## src/rtl/b64e_pkg.sv

```systemverilog
// Package for the Base64 stream encoder.
// Holds the job record passed from front to back, character codes and the
// sextet-to-ASCII mapping. No dependencies.
package b64e_pkg;

   localparam int unsigned QUEUE_DEPTH_DEFAULT = 2;

   localparam logic [6:0] CHAR_UPPER_A = 7'h41;
   localparam logic [6:0] CHAR_PLUS    = 7'h2B;
   localparam logic [6:0] CHAR_SLASH   = 7'h2F;
   localparam logic [6:0] CHAR_PAD     = 7'h3D;

   typedef enum logic [1:0] {
      PHASE_FIRST  = 2'd0,
      PHASE_SECOND = 2'd1,
      PHASE_THIRD  = 2'd2
   } phase_type;

   // One accepted byte turns into 1 to 4 characters; last applies to the
   // final character of the job only.
   typedef struct packed {
      logic [3:0][6:0] chars;
      logic [1:0]      num_m1;
      logic            last;
   } job_type;

   // Status of the job queue as seen by the front and the back.
   typedef struct packed {
      logic full;
      logic empty;
   } queue_status_type;

   function automatic logic [6:0] sextet_char(input logic [5:0] v);
      logic [6:0] wide;
      logic [6:0] ch;
      wide = {1'b0, v};
      priority if (v < 6'd26) begin
         ch = CHAR_UPPER_A + wide;
      end else if (v < 6'd52) begin
         ch = wide + 7'd71;          // 'a' is 97, 26 places in
      end else if (v < 6'd62) begin
         ch = wide - 7'd4;           // '0' is 48, 52 places in
      end else if (v == 6'd62) begin
         ch = CHAR_PLUS;
      end else begin
         ch = CHAR_SLASH;
      end
      return ch;
   endfunction

endpackage

```

## src/rtl/b64e_front.sv

```systemverilog
// Front of the Base64 encoder: accepts bytes, tracks the 3-byte group and
// builds the character job for each byte. Depends on b64e_pkg.
module b64e_front (
   input  logic                       clock,
   input  logic                       reset,
   input  logic                       req_valid,
   output logic                       req_ready,
   input  logic [7:0]                 req_data_byte,
   input  logic                       req_end_of_message,
   input  b64e_pkg::queue_status_type q_status,
   output logic                       push,
   output b64e_pkg::job_type          push_job
);

   b64e_pkg::phase_type phase_ff, phase_in;
   logic [3:0]          carry_ff, carry_in;
   logic [1:0][5:0]     sx;
   logic                accept;

   assign req_ready = !q_status.full;
   assign accept    = req_valid && req_ready;
   assign push      = accept;

   always_comb begin
      phase_in        = phase_ff;
      carry_in        = carry_ff;
      sx              = '0;
      push_job.num_m1 = 2'd0;
      push_job.last   = 1'b0;
      unique case (phase_ff)
         b64e_pkg::PHASE_SECOND: begin
            sx[0] = {carry_ff[1:0], req_data_byte[7:4]};
            sx[1] = {req_data_byte[3:0], 2'b00};
            if (req_end_of_message) begin
               push_job.num_m1 = 2'd2;
               push_job.last   = 1'b1;
               phase_in        = b64e_pkg::PHASE_FIRST;
               carry_in        = 4'd0;
            end else begin
               phase_in = b64e_pkg::PHASE_THIRD;
               carry_in = req_data_byte[3:0];
            end
         end
         b64e_pkg::PHASE_THIRD: begin
            sx[0]           = {carry_ff, req_data_byte[7:6]};
            sx[1]           = req_data_byte[5:0];
            push_job.num_m1 = 2'd1;
            push_job.last   = req_end_of_message;
            phase_in        = b64e_pkg::PHASE_FIRST;
            carry_in        = 4'd0;
         end
         default: begin
            // first byte of a group; an unreachable phase code acts the same
            sx[0] = req_data_byte[7:2];
            sx[1] = {req_data_byte[1:0], 4'b0000};
            if (req_end_of_message) begin
               push_job.num_m1 = 2'd3;
               push_job.last   = 1'b1;
               phase_in        = b64e_pkg::PHASE_FIRST;
               carry_in        = 4'd0;
            end else begin
               phase_in = b64e_pkg::PHASE_SECOND;
               carry_in = {2'b00, req_data_byte[1:0]};
            end
         end
      endcase
      push_job.chars[0] = b64e_pkg::sextet_char(sx[0]);
      push_job.chars[1] = b64e_pkg::sextet_char(sx[1]);
      push_job.chars[2] = b64e_pkg::CHAR_PAD;
      push_job.chars[3] = b64e_pkg::CHAR_PAD;
      if (!accept) begin
         phase_in = phase_ff;
         carry_in = carry_ff;
      end
   end

   always_ff @(posedge clock) begin
      if (reset) begin
         phase_ff <= b64e_pkg::PHASE_FIRST;
         carry_ff <= 4'd0;
      end else begin
         phase_ff <= phase_in;
         carry_ff <= carry_in;
      end
   end

endmodule

```

## src/rtl/b64e_queue.sv

```systemverilog
// Short job queue between the encoder front and back.
// Register-based FIFO of b64e_pkg::job_type entries. Depends on b64e_pkg.
module b64e_queue #(
   parameter int unsigned DEPTH = b64e_pkg::QUEUE_DEPTH_DEFAULT
) (
   input  logic                       clock,
   input  logic                       reset,
   input  logic                       push,
   input  b64e_pkg::job_type          push_job,
   input  logic                       pop,
   output b64e_pkg::job_type          head,
   output b64e_pkg::queue_status_type status
);

   localparam int unsigned PTR_W = $clog2(DEPTH);
   localparam int unsigned CNT_W = $clog2(DEPTH + 1);

   b64e_pkg::job_type mem_ff [DEPTH];
   logic [PTR_W-1:0]  wr_ptr_ff, wr_ptr_in;
   logic [PTR_W-1:0]  rd_ptr_ff, rd_ptr_in;
   logic [CNT_W-1:0]  count_ff, count_in;

   assign status.full  = (count_ff == CNT_W'(DEPTH));
   assign status.empty = (count_ff == '0);
   assign head         = mem_ff[rd_ptr_ff];

   always_comb begin
      wr_ptr_in = wr_ptr_ff;
      rd_ptr_in = rd_ptr_ff;
      count_in  = count_ff;
      if (push) begin
         wr_ptr_in = (wr_ptr_ff == PTR_W'(DEPTH - 1)) ? '0 : wr_ptr_ff + 1'b1;
      end
      if (pop) begin
         rd_ptr_in = (rd_ptr_ff == PTR_W'(DEPTH - 1)) ? '0 : rd_ptr_ff + 1'b1;
      end
      unique case ({push, pop})
         2'b10:   count_in = count_ff + 1'b1;
         2'b01:   count_in = count_ff - 1'b1;
         default: count_in = count_ff;
      endcase
   end

   always_ff @(posedge clock) begin
      if (reset) begin
         wr_ptr_ff <= '0;
         rd_ptr_ff <= '0;
         count_ff  <= '0;
      end else begin
         wr_ptr_ff <= wr_ptr_in;
         rd_ptr_ff <= rd_ptr_in;
         count_ff  <= count_in;
      end
   end

   always_ff @(posedge clock) begin
      if (push) begin
         mem_ff[wr_ptr_ff] <= push_job;
      end
   end

   a_count_bound: assert property (@(posedge clock) disable iff (reset)
      count_ff <= CNT_W'(DEPTH))
      else $error("queue count above depth");

   a_no_overflow: assert property (@(posedge clock) disable iff (reset)
      !(push && status.full && !pop))
      else $error("push into full queue");

   a_no_underflow: assert property (@(posedge clock) disable iff (reset)
      !(pop && status.empty))
      else $error("pop from empty queue");

endmodule

```

## src/rtl/b64e_back.sv

```systemverilog
// Back of the Base64 encoder: walks the head job into the registered result
// channel, one character per cycle while the receiver is ready. Depends on b64e_pkg.
module b64e_back (
   input  logic                       clock,
   input  logic                       reset,
   input  b64e_pkg::job_type          head,
   input  b64e_pkg::queue_status_type q_status,
   output logic                       pop,
   output logic                       rsp_valid,
   input  logic                       rsp_ready,
   output logic [6:0]                 rsp_code_char,
   output logic                       rsp_last_char
);

   logic [1:0] idx_ff, idx_in;
   logic       valid_ff, valid_in;
   logic [6:0] char_ff, char_in;
   logic       last_ff, last_in;
   logic       load;
   logic       final_char;

   assign final_char = (idx_ff == head.num_m1);
   // output slot is free or is being drained this cycle
   assign load       = !q_status.empty && (!valid_ff || rsp_ready);
   assign pop        = load && final_char;

   always_comb begin
      idx_in   = idx_ff;
      valid_in = valid_ff;
      char_in  = char_ff;
      last_in  = last_ff;
      if (load) begin
         idx_in   = final_char ? 2'd0 : idx_ff + 2'd1;
         valid_in = 1'b1;
         char_in  = head.chars[idx_ff];
         last_in  = final_char && head.last;
      end else if (rsp_ready) begin
         valid_in = 1'b0;
      end
   end

   always_ff @(posedge clock) begin
      if (reset) begin
         idx_ff   <= 2'd0;
         valid_ff <= 1'b0;
      end else begin
         idx_ff   <= idx_in;
         valid_ff <= valid_in;
      end
   end

   always_ff @(posedge clock) begin
      char_ff <= char_in;
      last_ff <= last_in;
   end

   assign rsp_valid     = valid_ff;
   assign rsp_code_char = char_ff;
   assign rsp_last_char = last_ff;

   a_idx_in_job: assert property (@(posedge clock) disable iff (reset)
      !q_status.empty |-> idx_ff <= head.num_m1)
      else $error("character index past end of job");

   a_partial_job_held: assert property (@(posedge clock) disable iff (reset)
      idx_ff != 2'd0 |-> !q_status.empty)
      else $error("partly sent job left the queue");

   a_last_only_at_end: assert property (@(posedge clock) disable iff (reset)
      load && !final_char |=> !last_ff)
      else $error("end flag on inner character");

endmodule

```

## src/rtl/base64_stream_encoder.sv

```systemverilog
// Base64 stream encoder, standard alphabet with '=' padding.
// Top level: front (group tracking), job queue, back (character output).
// Depends on b64e_pkg, b64e_front, b64e_queue, b64e_back.
//
// Usage:
//  - Input channel req_*: one message byte per transfer; req_end_of_message
//    marks the final byte of a message. The next byte starts a new message.
//  - Result channel rsp_*: one ASCII character per transfer. A byte yields
//    1 char (first or second of a group), 2 chars (third of a group), or on
//    a short final group 2 chars plus "=" / "==". rsp_last_char flags the
//    final character of each encoded message.
//  - Path: with the back idle, an accepted byte's job is registered into
//    the queue, and its first character then into the output register,
//    from which it is valid.
//  - Throughput: one character per cycle while the receiver is ready, set
//    by the single output register; 4 characters per 3 bytes on full groups.
//    The front keeps taking bytes while the job queue (QUEUE_DEPTH jobs) has
//    room.
//  - When the receiver stalls, the current character holds in the output
//    register, the queue fills, and req_ready drops once it is full.
//  - Reset (synchronous, active high) empties the queue and output and
//    restarts at the first byte of a group. No clearing pass.
module base64_stream_encoder #(
   parameter int unsigned QUEUE_DEPTH = b64e_pkg::QUEUE_DEPTH_DEFAULT
) (
   input  logic       clock,
   input  logic       reset,
   input  logic       req_valid,
   output logic       req_ready,
   input  logic [7:0] req_data_byte,
   input  logic       req_end_of_message,
   output logic       rsp_valid,
   input  logic       rsp_ready,
   output logic [6:0] rsp_code_char,
   output logic       rsp_last_char
);

   b64e_pkg::queue_status_type q_status;
   b64e_pkg::job_type          push_job;
   b64e_pkg::job_type          head;
   logic                       push;
   logic                       pop;

   b64e_front u_front (
      .clock              (clock),
      .reset              (reset),
      .req_valid          (req_valid),
      .req_ready          (req_ready),
      .req_data_byte      (req_data_byte),
      .req_end_of_message (req_end_of_message),
      .q_status           (q_status),
      .push               (push),
      .push_job           (push_job)
   );

   b64e_queue #(
      .DEPTH (QUEUE_DEPTH)
   ) u_queue (
      .clock    (clock),
      .reset    (reset),
      .push     (push),
      .push_job (push_job),
      .pop      (pop),
      .head     (head),
      .status   (q_status)
   );

   b64e_back u_back (
      .clock         (clock),
      .reset         (reset),
      .head          (head),
      .q_status      (q_status),
      .pop           (pop),
      .rsp_valid     (rsp_valid),
      .rsp_ready     (rsp_ready),
      .rsp_code_char (rsp_code_char),
      .rsp_last_char (rsp_last_char)
   );

endmodule

```

## config.mk

```make
export PLATFORM = sky130hd
export DESIGN_NAME = base64_stream_encoder
export DESIGN_NICKNAME = d
export VERILOG_FILES = /design/src/rtl/b64e_pkg.sv /design/src/rtl/b64e_front.sv /design/src/rtl/b64e_queue.sv /design/src/rtl/b64e_back.sv /design/src/rtl/base64_stream_encoder.sv
export SDC_FILE = /design/constraint.sdc
export NUM_CORES = 1
export LEC_CHECK = 0
export BUFFER_PORTS_ARGS = -buffer_cell sky130_fd_sc_hd__buf_2
export CAP_MARGIN = 20
export CORE_ASPECT_RATIO = 1.5
export CORE_MARGIN = 5
export CORE_UTILIZATION = 59
export DETAILED_ROUTE_END_ITERATION = 16
export PLACE_DENSITY = 0.78
export REMOVE_ABC_BUFFERS = 1
export SLEW_MARGIN = 25
export SYNTH_ARGS = -nofsm -noshare
export SYNTH_HDL_FRONTEND = slang
export SYNTH_SLANG_ARGS = --single-unit
```

## constraint.sdc

```tcl
create_clock -name clock -period 7.5 [get_ports clock]
set_input_delay 1.875 -clock clock [delete_from_list [all_inputs] [get_ports clock]]
set_output_delay 1.875 -clock clock [all_outputs]
set_load 0.01 [all_outputs]
```

==> results of run 1 <==
sequential cells by signal (all words and copies together) (netlist names), named ones only:
| register | count |
|---|---|
| u_queue.wr_ptr_ff | 1 |
| u_queue.mem_ff | 34 |
| u_back.rsp_last_char | 1 |
| u_queue.rd_ptr_ff | 1 |
| u_back.idx_ff | 2 |
| u_front.phase_ff | 2 |
| u_back.rsp_code_char | 7 |
| u_back.rsp_valid | 1 |
| u_queue.count_ff | 2 |
| u_front.carry_ff | 4 |
cell usage in the layout (no fill, tap or decap), types with 3 or more instances in the layout:
cell type	count
ha_1	12
buf_2	22
nand2_1	12
or2_2	6
mux2i_1	5
o21ai_0	7
a211oi_1	3
a31oi_1	6
o21a_1	3
nor2_1	23
a211o_1	3
clkbuf_8	5
a22oi_1	9
a21oi_1	15
dfxtp_1	14
nand2b_1	6
xor2_1	4
mux4_2	7
buf_4	3
nand3_1	4
edfxtp_1	42
nor3_1	6
nor2b_1	5
inv_1	12
Yosys cell counts (all sizes together) (2+ instances only):
| cell | n |
|---|---|
| nand2 | 14 |
| mux4 | 7 |
| a31o | 2 |
| a211o | 3 |
| o22ai | 2 |
| ha | 12 |
| xnor2 | 2 |
| a221oi | 2 |
| nor4b | 2 |
| nor2b | 5 |
| nor3 | 6 |
| clkbuf | 3 |
| xor2 | 4 |
| a221o | 3 |
| mux2i | 5 |
| or3 | 2 |
| a22oi | 9 |
| dfxtp | 14 |
| edfxtp | 42 |
| mux2 | 2 |
| o21a | 3 |
| a32oi | 2 |
| nand2b | 6 |
| nand3 | 4 |
| o21ai | 11 |
| buf | 9 |
| or2 | 7 |
| a31oi | 7 |
| nor2 | 25 |
| a21oi | 15 |
| and3 | 2 |
| inv | 14 |
| and2 | 2 |
| a211oi | 4 |
area by class of cell:
| type | count | area, um^2 |
|---|---|---|
| sequential | 56 | 1540 |
| tap | 68 | 85.1 |
| multi-input combinational | 186 | 1450 |
| inverter | 15 | 56.3 |
| clock buffer | 5 | 68.8 |
| fill | 406 | 1810 |
| clock inverter | 3 | 22.5 |
| timing repair buffer | 25 | 133 |
routing by layer:
metal | GRT usage (%) | up-vias | wire length, um
met5 | 0 | - | 0
met4 | 5.41 | 0 | 115
met3 | 2.83 | 14 | 218
met2 | 33.2 | 59 | 3140
met1 | 20.6 | 1010 | 2300
li1 | - | 1064 | -
where the power goes:
part | total [mW] | leakage [nW] | internal, mW | switching [mW]
Combinational | 0.314 | 0.692 | 0.141 | 0.173
Clock | 0.165 | 0.0485 | 0.0671 | 0.0975
Sequential | 0.470 | 0.495 | 0.426 | 0.0445
Total | 0.949 | 1.24 | 0.634 | 0.315
critical path: cells and delay by family:
kind                       cells  cell delay (ps)
AOI/OAI and AO/OA              5             1160
muxes                          1              380
buffers and inverters          2              220
adders and majority gates      1              220
and+or+nand+nor                1              180
final timing paths:
check / from / endpoint / slack, ps / depth (start not counted)
max: req_data_byte[0] / u_queue.mem_ff[0][12] / 3590 / 10
max reg2reg: u_front.phase_ff[0] / u_queue.mem_ff[0][12] / 4390 / 10
min reg2reg: u_back.rsp_valid / u_back.rsp_valid / 500 / 2
min: u_back.rsp_valid / u_back.rsp_valid / 500 / 2
kinds of logic after synthesis:
| logic type | Yosys count | synth area share (%) |
|---|---|---|
| multiplexers | 14 | 7.36 |
| flip-flops | 56 | 49.3 |
| AND/OR/NAND/NOR | 79 | 13.2 |
| XOR/XNOR | 6 | 1.68 |
| buffers and inverters | 27 | 4.48 |
| adder cells (fa/ha/maj) | 13 | 5.12 |
| AO/OA/AOI/OAI | 74 | 18.9 |
==> out/results.ini, run 1 <==
[outcome]
status=completed

[critical_path]
crit_path_max_fanout=6
slowest_stage=mux2_1
setup.worst_path.end_class=flip-flop
path_class=input port to flip-flop
crit_chain=buf_2, a22oi_1, or2_2, inv_1, ha_1, a31o_2, a32oi_2, mux2_1, a21o_1, a211oi_2
max_stage_delay_ps=380
required_ps=7620
startpoint_type=input port
critPathArrivalTime_ps=4030

[sta]
slew_headroom_pct=57.6
worst_slack_ps=3590
fin_crit_sh_pct=52.1
rsz0062_at_grt=false
hold_slack_ps=497
tightest_slew_ps=635
hold_viol_final=0
max_freq_ghz=0.256
setup_tns_ps=0
fin_crit_ps=3910
timing.final.max_slew_violations=0
finalSetupViolations=0
clock_skew_ps=10.4

[clock_tree]
clock-sinks=56
clockBufferDepth=2
cts_tree=yes
insertion_delay_ps=310
cts.htree.levels=2
cts_root_buf=clkbuf_8
cts-buffers-inserted=5
path_clk_slew_ps=100
cts_setup_buffers=0
ctsResizeCount=0
hold_buffers=0

[floorplanning]
rows=32
core_mm2=0.00516
die-area_mm2=0.00689
io_pins=23
die_y_um=99.2
start_util_pct=60.6
dieWidth_um=69.5

[place]
placed_cell_area_mm2=0.00326
globalplace.congestion=0.846
port_buffers=22
pre_cts_slack_ps=3310
dp_cells=350
place.detailed.hpwl_mm=4.37

[logic_synthesis]
syn_inst=269
synth_cell_type_count=68
ys_ff_latch=56
ys_top_cells_by_area=edfxtp_1, dfxtp_1, mux4_2, ha_1, nor2_1
synth_top_area_share_pct=40.3
yosysSeqAreaShare_pct=49.3
avgSynthCellArea_um2=11.6
synth_edf_count=42
yosysWarnings=0
synth_flop_cell=edfxtp_1
syn_area_mm2=0.00313
synth_top_area_cell=edfxtp_1
async_flop_share_pct=0

[detailed_routing]
routedWlPerCell_um=16.1
drc=0
antenna_left=0
vias=2147
drt_first_iter_violations=95
firstDrtPassIters=4
via_per_inst=6.00
wl_mm=5.77

[worst_hold_path]
hold_path.class=flip-flop to flip-flop

[finish]
final_core_util_pct=64.9
num-nets-final=314
areaGrowthSynthToFinish_pct=7.20
drive_above_1_share_pct=23.4
diodes=0
fin_area_mm2=0.00335
final_cells=358

[global_routing]
antenna_found_initial=0
overflow=0
first_global_vias=2056
gr-usage-all-layers_pct=17.8
grt_pass1_wl_mm=9.98
grt_max_degree=26

[run]
max_cap_viol_count=0

[power_and_ir_drop]
total_power_uw=949
ir_worst_vdd_v=0.000122
power_leakage_nw=1.24
power.density_mw_per_mm2=283

(Power assumes the default switching activity.)
==> inputs of run 2 (changes only) <==
==> constraint.sdc (replaced) <==
create_clock -name clock -period 3.8 [get_ports clock]
set_input_delay 0.95 -clock clock [delete_from_list [all_inputs] [get_ports clock]]
set_output_delay 0.95 -clock clock [all_outputs]
set_load 0.01 [all_outputs]
==> out/results.ini, run 2 (synthesized netlist as in run 1, its figures left out) <==
[outcome]
status=completed

[floorplanning]
start_util_pct=60.6
die_y_um=99.2
io_pins=23
die-area_mm2=0.00689
dieWidth_um=69.5
core_mm2=0.00516
rows=32

[finish]
layout_commonest_cell=edfxtp_1
fillers=396
top_register=u_queue.mem_ff
num-nets-final=315
diodes=0
fin_area_mm2=0.00336
drive_above_1_share_pct=23.7
areaGrowthSynthToFinish_pct=7.44
largest_register_ffs=34
layout_common_cells=edfxtp_1, nor2_1, buf_2

[global_routing]
grt_pass1_wl_mm=9.85
grt_use_met2_pct=34.3
first_global_vias=2012
antenna_found_initial=0
met1_usage_pct=20.1
grt_max_degree=21
overflow=0
grt_use_met3_pct=2.53
gr-usage-all-layers_pct=17.8
top_usage_layer=met2

[clock_tree]
ctsResizeCount=0
hold_buffers=0
cts_root_buf=clkbuf_8
clockBufferDepth=2
insertion_delay_ps=310
cts-buffers-inserted=5
cts_tree=yes
cts.htree.levels=2
path_clk_slew_ps=100
cts_setup_buffers=0
clock-sinks=56

[sta]
hold_viol_final=0
slew_headroom_pct=58.1
finalSetupViolations=0
setup_tns_ps=0
max_freq_ghz=0.326
tightest_slew_ps=628
timing.final.max_slew_violations=0
fin_crit_sh_pct=80.8
rsz0062_at_grt=false
clock_skew_ps=15.2
fin_crit_ps=3070

[critical_path]
reg2reg_slack_ps=730
startpoint_type=flip-flop
critPathArrivalTime_ps=3200
crit_chain=inv_1, ha_1, a22oi_1, or2_2, ha_1, a31o_2, a32oi_2, mux2_1, a21o_1, a211oi_2
path_class=flip-flop to flip-flop
reg2reg_depth=10
slowest_stage=ha_1
r2r_end=u_queue.mem_ff[1][12]
crit_top_cell=ha_1
worstReg2RegStart=u_front.phase_ff[1]
setup.worst_path.end_class=flip-flop
crit_path_max_fanout=13
max_stage_delay_ps=430
required_ps=3930

[power_and_ir_drop]
power.density_mw_per_mm2=557
ir_worst_vdd_v=0.000250
total_power_mw=1.87
power_leakage_nw=1.24

[place]
place.detailed.hpwl_mm=4.47
placed_cell_area_mm2=0.00327
globalplace.congestion=0.889
port_buffers=22

[detailed_routing]
drc=0
vias=2148
drt_first_iter_violations=131
routedWlPerCell_um=16.3
via_per_inst=5.98
wl_mm=5.86
antenna_left=0
firstDrtPassIters=4

[worst_hold_path]
hold_start=u_back.rsp_valid
min_path_cells=2
hold_path_end=u_back.rsp_valid
hold_path.class=flip-flop to flip-flop

[run]
max_cap_viol_count=0

[run 2: cell count changes in the layout (fill, tap and decap cells not counted)]
cell / change
buf_4: +1
[run 2: stage by stage]
step | utilization [%] | worst slack [ps] | hold slack, ps | instances
2_1_floorplan | - | 780 | 472 | 257
3_3_place_gp | 63.3 | 607 | 473 | 351
3_5_place_dp | 63.3 | 522 | 486 | 351
4_1_cts | 65.1 | 746 | 502 | 359
5_1_grt | 65.1 | 591 | 541 | 359
6_report | 65.1 | 728 | 498 | 359
[run 2: final cells by class]
cell class                      instances  area [um^2]  share of cell area, %
Clock buffer                            5         68.8                   2.05
Tap cell                               68         85.1                   2.53
Timing Repair Buffer                   26          140                   4.17
Multi-Input combinational cell        186         1450                   43.1
Sequential cell                        56         1540                   45.9
Clock inverter                          3         22.5                  0.670
Inverter                               15         56.3                   1.67
[run 2: worst max-delay path by stage]
stage | cells past startpoint | end | startpoint
2_1_floorplan | 10 | u_queue.mem_ff[0][12] | u_front.phase_ff[0]
3_3_place_gp | 10 | u_queue.mem_ff[0][12] | req_data_byte[0]
3_5_place_dp | 10 | u_queue.mem_ff[1][12] | req_data_byte[0]
4_1_cts | 10 | u_queue.mem_ff[0][12] | u_front.phase_ff[1]
5_1_grt | 9 | u_queue.mem_ff[0][12] | u_front.phase_ff[0]
6_report | 10 | u_queue.mem_ff[1][12] | u_front.phase_ff[1]
[run 2: critical path, delay by kind of cell (launching register included)]
kind,cells,cell delay (ps)
fa+ha+maj,2,640
compound gates,5,1140
simple gates,1,340
mux,1,370
flops,1,330
buf+inv,1,60
[run 2: power breakdown]
group	leakage, nW	switching [mW]	total [mW]	internal (mW)
Combinational	0.698	0.336	0.616	0.280
Clock	0.0485	0.196	0.328	0.133
Sequential	0.495	0.0876	0.928	0.840
Total	1.24	0.619	1.87	1.25
[run 2: routing by layer]
| layer | up-vias | share of wire (%) |
|---|---|---|
| li1 | 1067 | - |
| met1 | 1028 | 40 |
| met2 | 45 | 55 |
| met3 | 8 | 3.1 |
| met4 | 0 | 1.2 |
| met5 | - | 0 |
==> inputs of run 3 (changes only) <==
--- a/config.mk
+++ b/config.mk
@@ -5,13 +5,14 @@
 export SDC_FILE = /design/constraint.sdc
 export NUM_CORES = 1
 export LEC_CHECK = 0
+export ABC_AREA = 1
 export BUFFER_PORTS_ARGS = -buffer_cell sky130_fd_sc_hd__buf_2
 export CAP_MARGIN = 20
 export CORE_ASPECT_RATIO = 1.5
 export CORE_MARGIN = 5
-export CORE_UTILIZATION = 59
+export CORE_UTILIZATION = 54
 export DETAILED_ROUTE_END_ITERATION = 16
-export PLACE_DENSITY = 0.78
+export PLACE_DENSITY = 0.75
 export REMOVE_ABC_BUFFERS = 1
 export SLEW_MARGIN = 25
 export SYNTH_ARGS = -nofsm -noshare
==> constraint.sdc (replaced) <==
create_clock -name clock -period 2.6 [get_ports clock]
set_input_delay 0.65 -clock clock [delete_from_list [all_inputs] [get_ports clock]]
set_output_delay 0.65 -clock clock [all_outputs]
set_load 0.01 [all_outputs]
==> out/results.ini, run 3 <==
[logic_synthesis]
synth_edf_count=42
ys_top_cells_by_area=edfxtp_1, nand2_1, dfxtp_1, nor2_1, ha_1
yosysWarnings=0
netlist_top_cells_count=nand2_1, nor2_1, edfxtp_1, inv_1, nand3_1
synth_top_area_cell=edfxtp_1
synth_cell_type_count=36
ys_ff_latch=56
synth_most_common_cell=nand2_1
synth_flop_cell=edfxtp_1
synth_top_area_share_pct=38.7
async_flop_share_pct=0
syn_area_mm2=0.00326
avgSynthCellArea_um2=8.39
yosysSeqAreaShare_pct=47.2
syn_inst=389

[detailed_routing]
vias=2628
via_per_inst=5.39
drt_first_iter_violations=137
firstDrtPassIters=4
wl_mm=6.51
antenna_left=0
drc=0
routedWlPerCell_um=13.3

[global_routing]
grt_pass1_wl_mm=10.9
overflow=0
gr-usage-all-layers_pct=17.9
first_global_vias=2465
grt_max_degree=23
antenna_found_initial=0

[critical_path]
setup.worst_path.end_class=flip-flop
required_ps=2640
startpoint_type=flip-flop
path_class=flip-flop to flip-flop
critPathArrivalTime_ps=2440
crit_path_max_fanout=22

[clock_tree]
clockBufferDepth=2
ctsResizeCount=0
insertion_delay_ps=300
path_clk_slew_ps=90
cts_root_buf=clkbuf_8
cts_tree=yes
clock-sinks=56
cts_setup_buffers=0
hold_buffers=0
cts.htree.levels=2
cts-buffers-inserted=5

[floorplanning]
die-area_mm2=0.00773
io_pins=23
start_util_pct=56.0
dieWidth_um=73.5
die_y_um=105
rows=34
core_mm2=0.00583

[finish]
num-nets-final=440
final_cells=488
final_core_util_pct=61.0
drive_above_1_share_pct=19.0
largest_register_ffs=34
areaGrowthSynthToFinish_pct=8.93
layout_commonest_cell=nand2_1
fin_area_mm2=0.00355
fillers=506
layout_common_cells=nand2_1, nor2_1, edfxtp_1
diodes=0
top_register=u_queue.mem_ff

[outcome]
status=completed

[sta]
hold_viol_final=0
clock_skew_ps=8.87
fin_crit_ps=2400
max_freq_ghz=0.417
tightest_slew_ps=379
rsz0062_at_grt=true
hold_slack_ps=475
timing.final.max_slew_violations=0
finalSetupViolations=0
fin_crit_sh_pct=92.2
slew_headroom_pct=74.5

[place]
placed_cell_area_mm2=0.00344
globalplace.congestion=0.898
port_buffers=22
dp_cells=480
place.detailed.hpwl_mm=5.09

[power_and_ir_drop]
ir_worst_vdd_v=0.000355
power.density_mw_per_mm2=877
power_leakage_nw=1.52
total_power_mw=3.12

[worst_hold_path]
hold_path.class=flip-flop to flip-flop

[run]
max_cap_viol_count=0

-- run 3: path summary, 6_finish.rpt --
check	startpoint	end	slack [ps]	depth (start not counted)
max	u_front.phase_ff[0]	u_queue.mem_ff[0][14]	200	13
min	u_front.carry_ff[2]	u_front.carry_ff[2]	480	2
max reg2reg	u_front.phase_ff[0]	u_queue.mem_ff[0][14]	200	13
min reg2reg	u_front.carry_ff[2]	u_front.carry_ff[2]	480	2
-- run 3: critical path: stages, from the launching register on --
cell and delay [ps]:
dfxtp_1 350, inv_1 70, ha_1 320, inv_2 290, nand2_2 150, inv_1 160, ha_1 160, inv_1 40
o21ai_0 140, nand2_1 80, nand2_2 120, inv_2 70, nand2_1 80, o211ai_2 100
-- run 3: through the flow --
stage	setup WS (ps)	setup TNS, ps
global route	-21.0	-61.0
global placement	315	0
finish	202	0
detailed placement	220	0
floorplan	323	0
CTS	208	0
-- run 3: report_power, final --
group / internal [mW] / total [mW] / switching (mW)
Sequential: 1.28 / 1.37 / 0.0872
Combinational: 0.397 / 1.19 / 0.789
Clock: 0.291 / 0.561 / 0.270
Total: 1.97 / 3.12 / 1.15
-- run 3: kinds of logic (layout without fill, tap and decap cells) --
logic type | after synthesis | count (layout) | share of synthesized area (%)
AOI/OAI and AO/OA | 55 | 55 | 10.1
xor gates and xnor gates | 6 | 6 | 1.61
adders and majority gates | 12 | 12 | 4.60
buffers and inverters | 51 | 78 | 7.29
DFF | 56 | 56 | 47.2
and+or+nand+nor | 209 | 209 | 29.2
-- run 3: layout make-up --
cell class | count | area [um^2] | area share, %
Sequential cell | 56 | 1540 | 43.4
Multi-Input combinational cell | 282 | 1480 | 41.7
Timing Repair Buffer | 30 | 170 | 4.79
Inverter | 40 | 158 | 4.44
Tap cell | 72 | 90.1 | 2.53
Clock buffer | 6 | 72.6 | 2.04
Clock inverter | 2 | 38.8 | 1.09
-- run 3: layer usage --
metal | wire length [um] | vias to the layer above | GRT usage [%]
met1 | 2500 | 1212 | 20.1
li1 | - | 1342 | -
met4 | 199 | 0 | 7.51
met5 | 0 | - | 0
met2 | 3520 | 62 | 32.6
met3 | 280 | 12 | 2.59
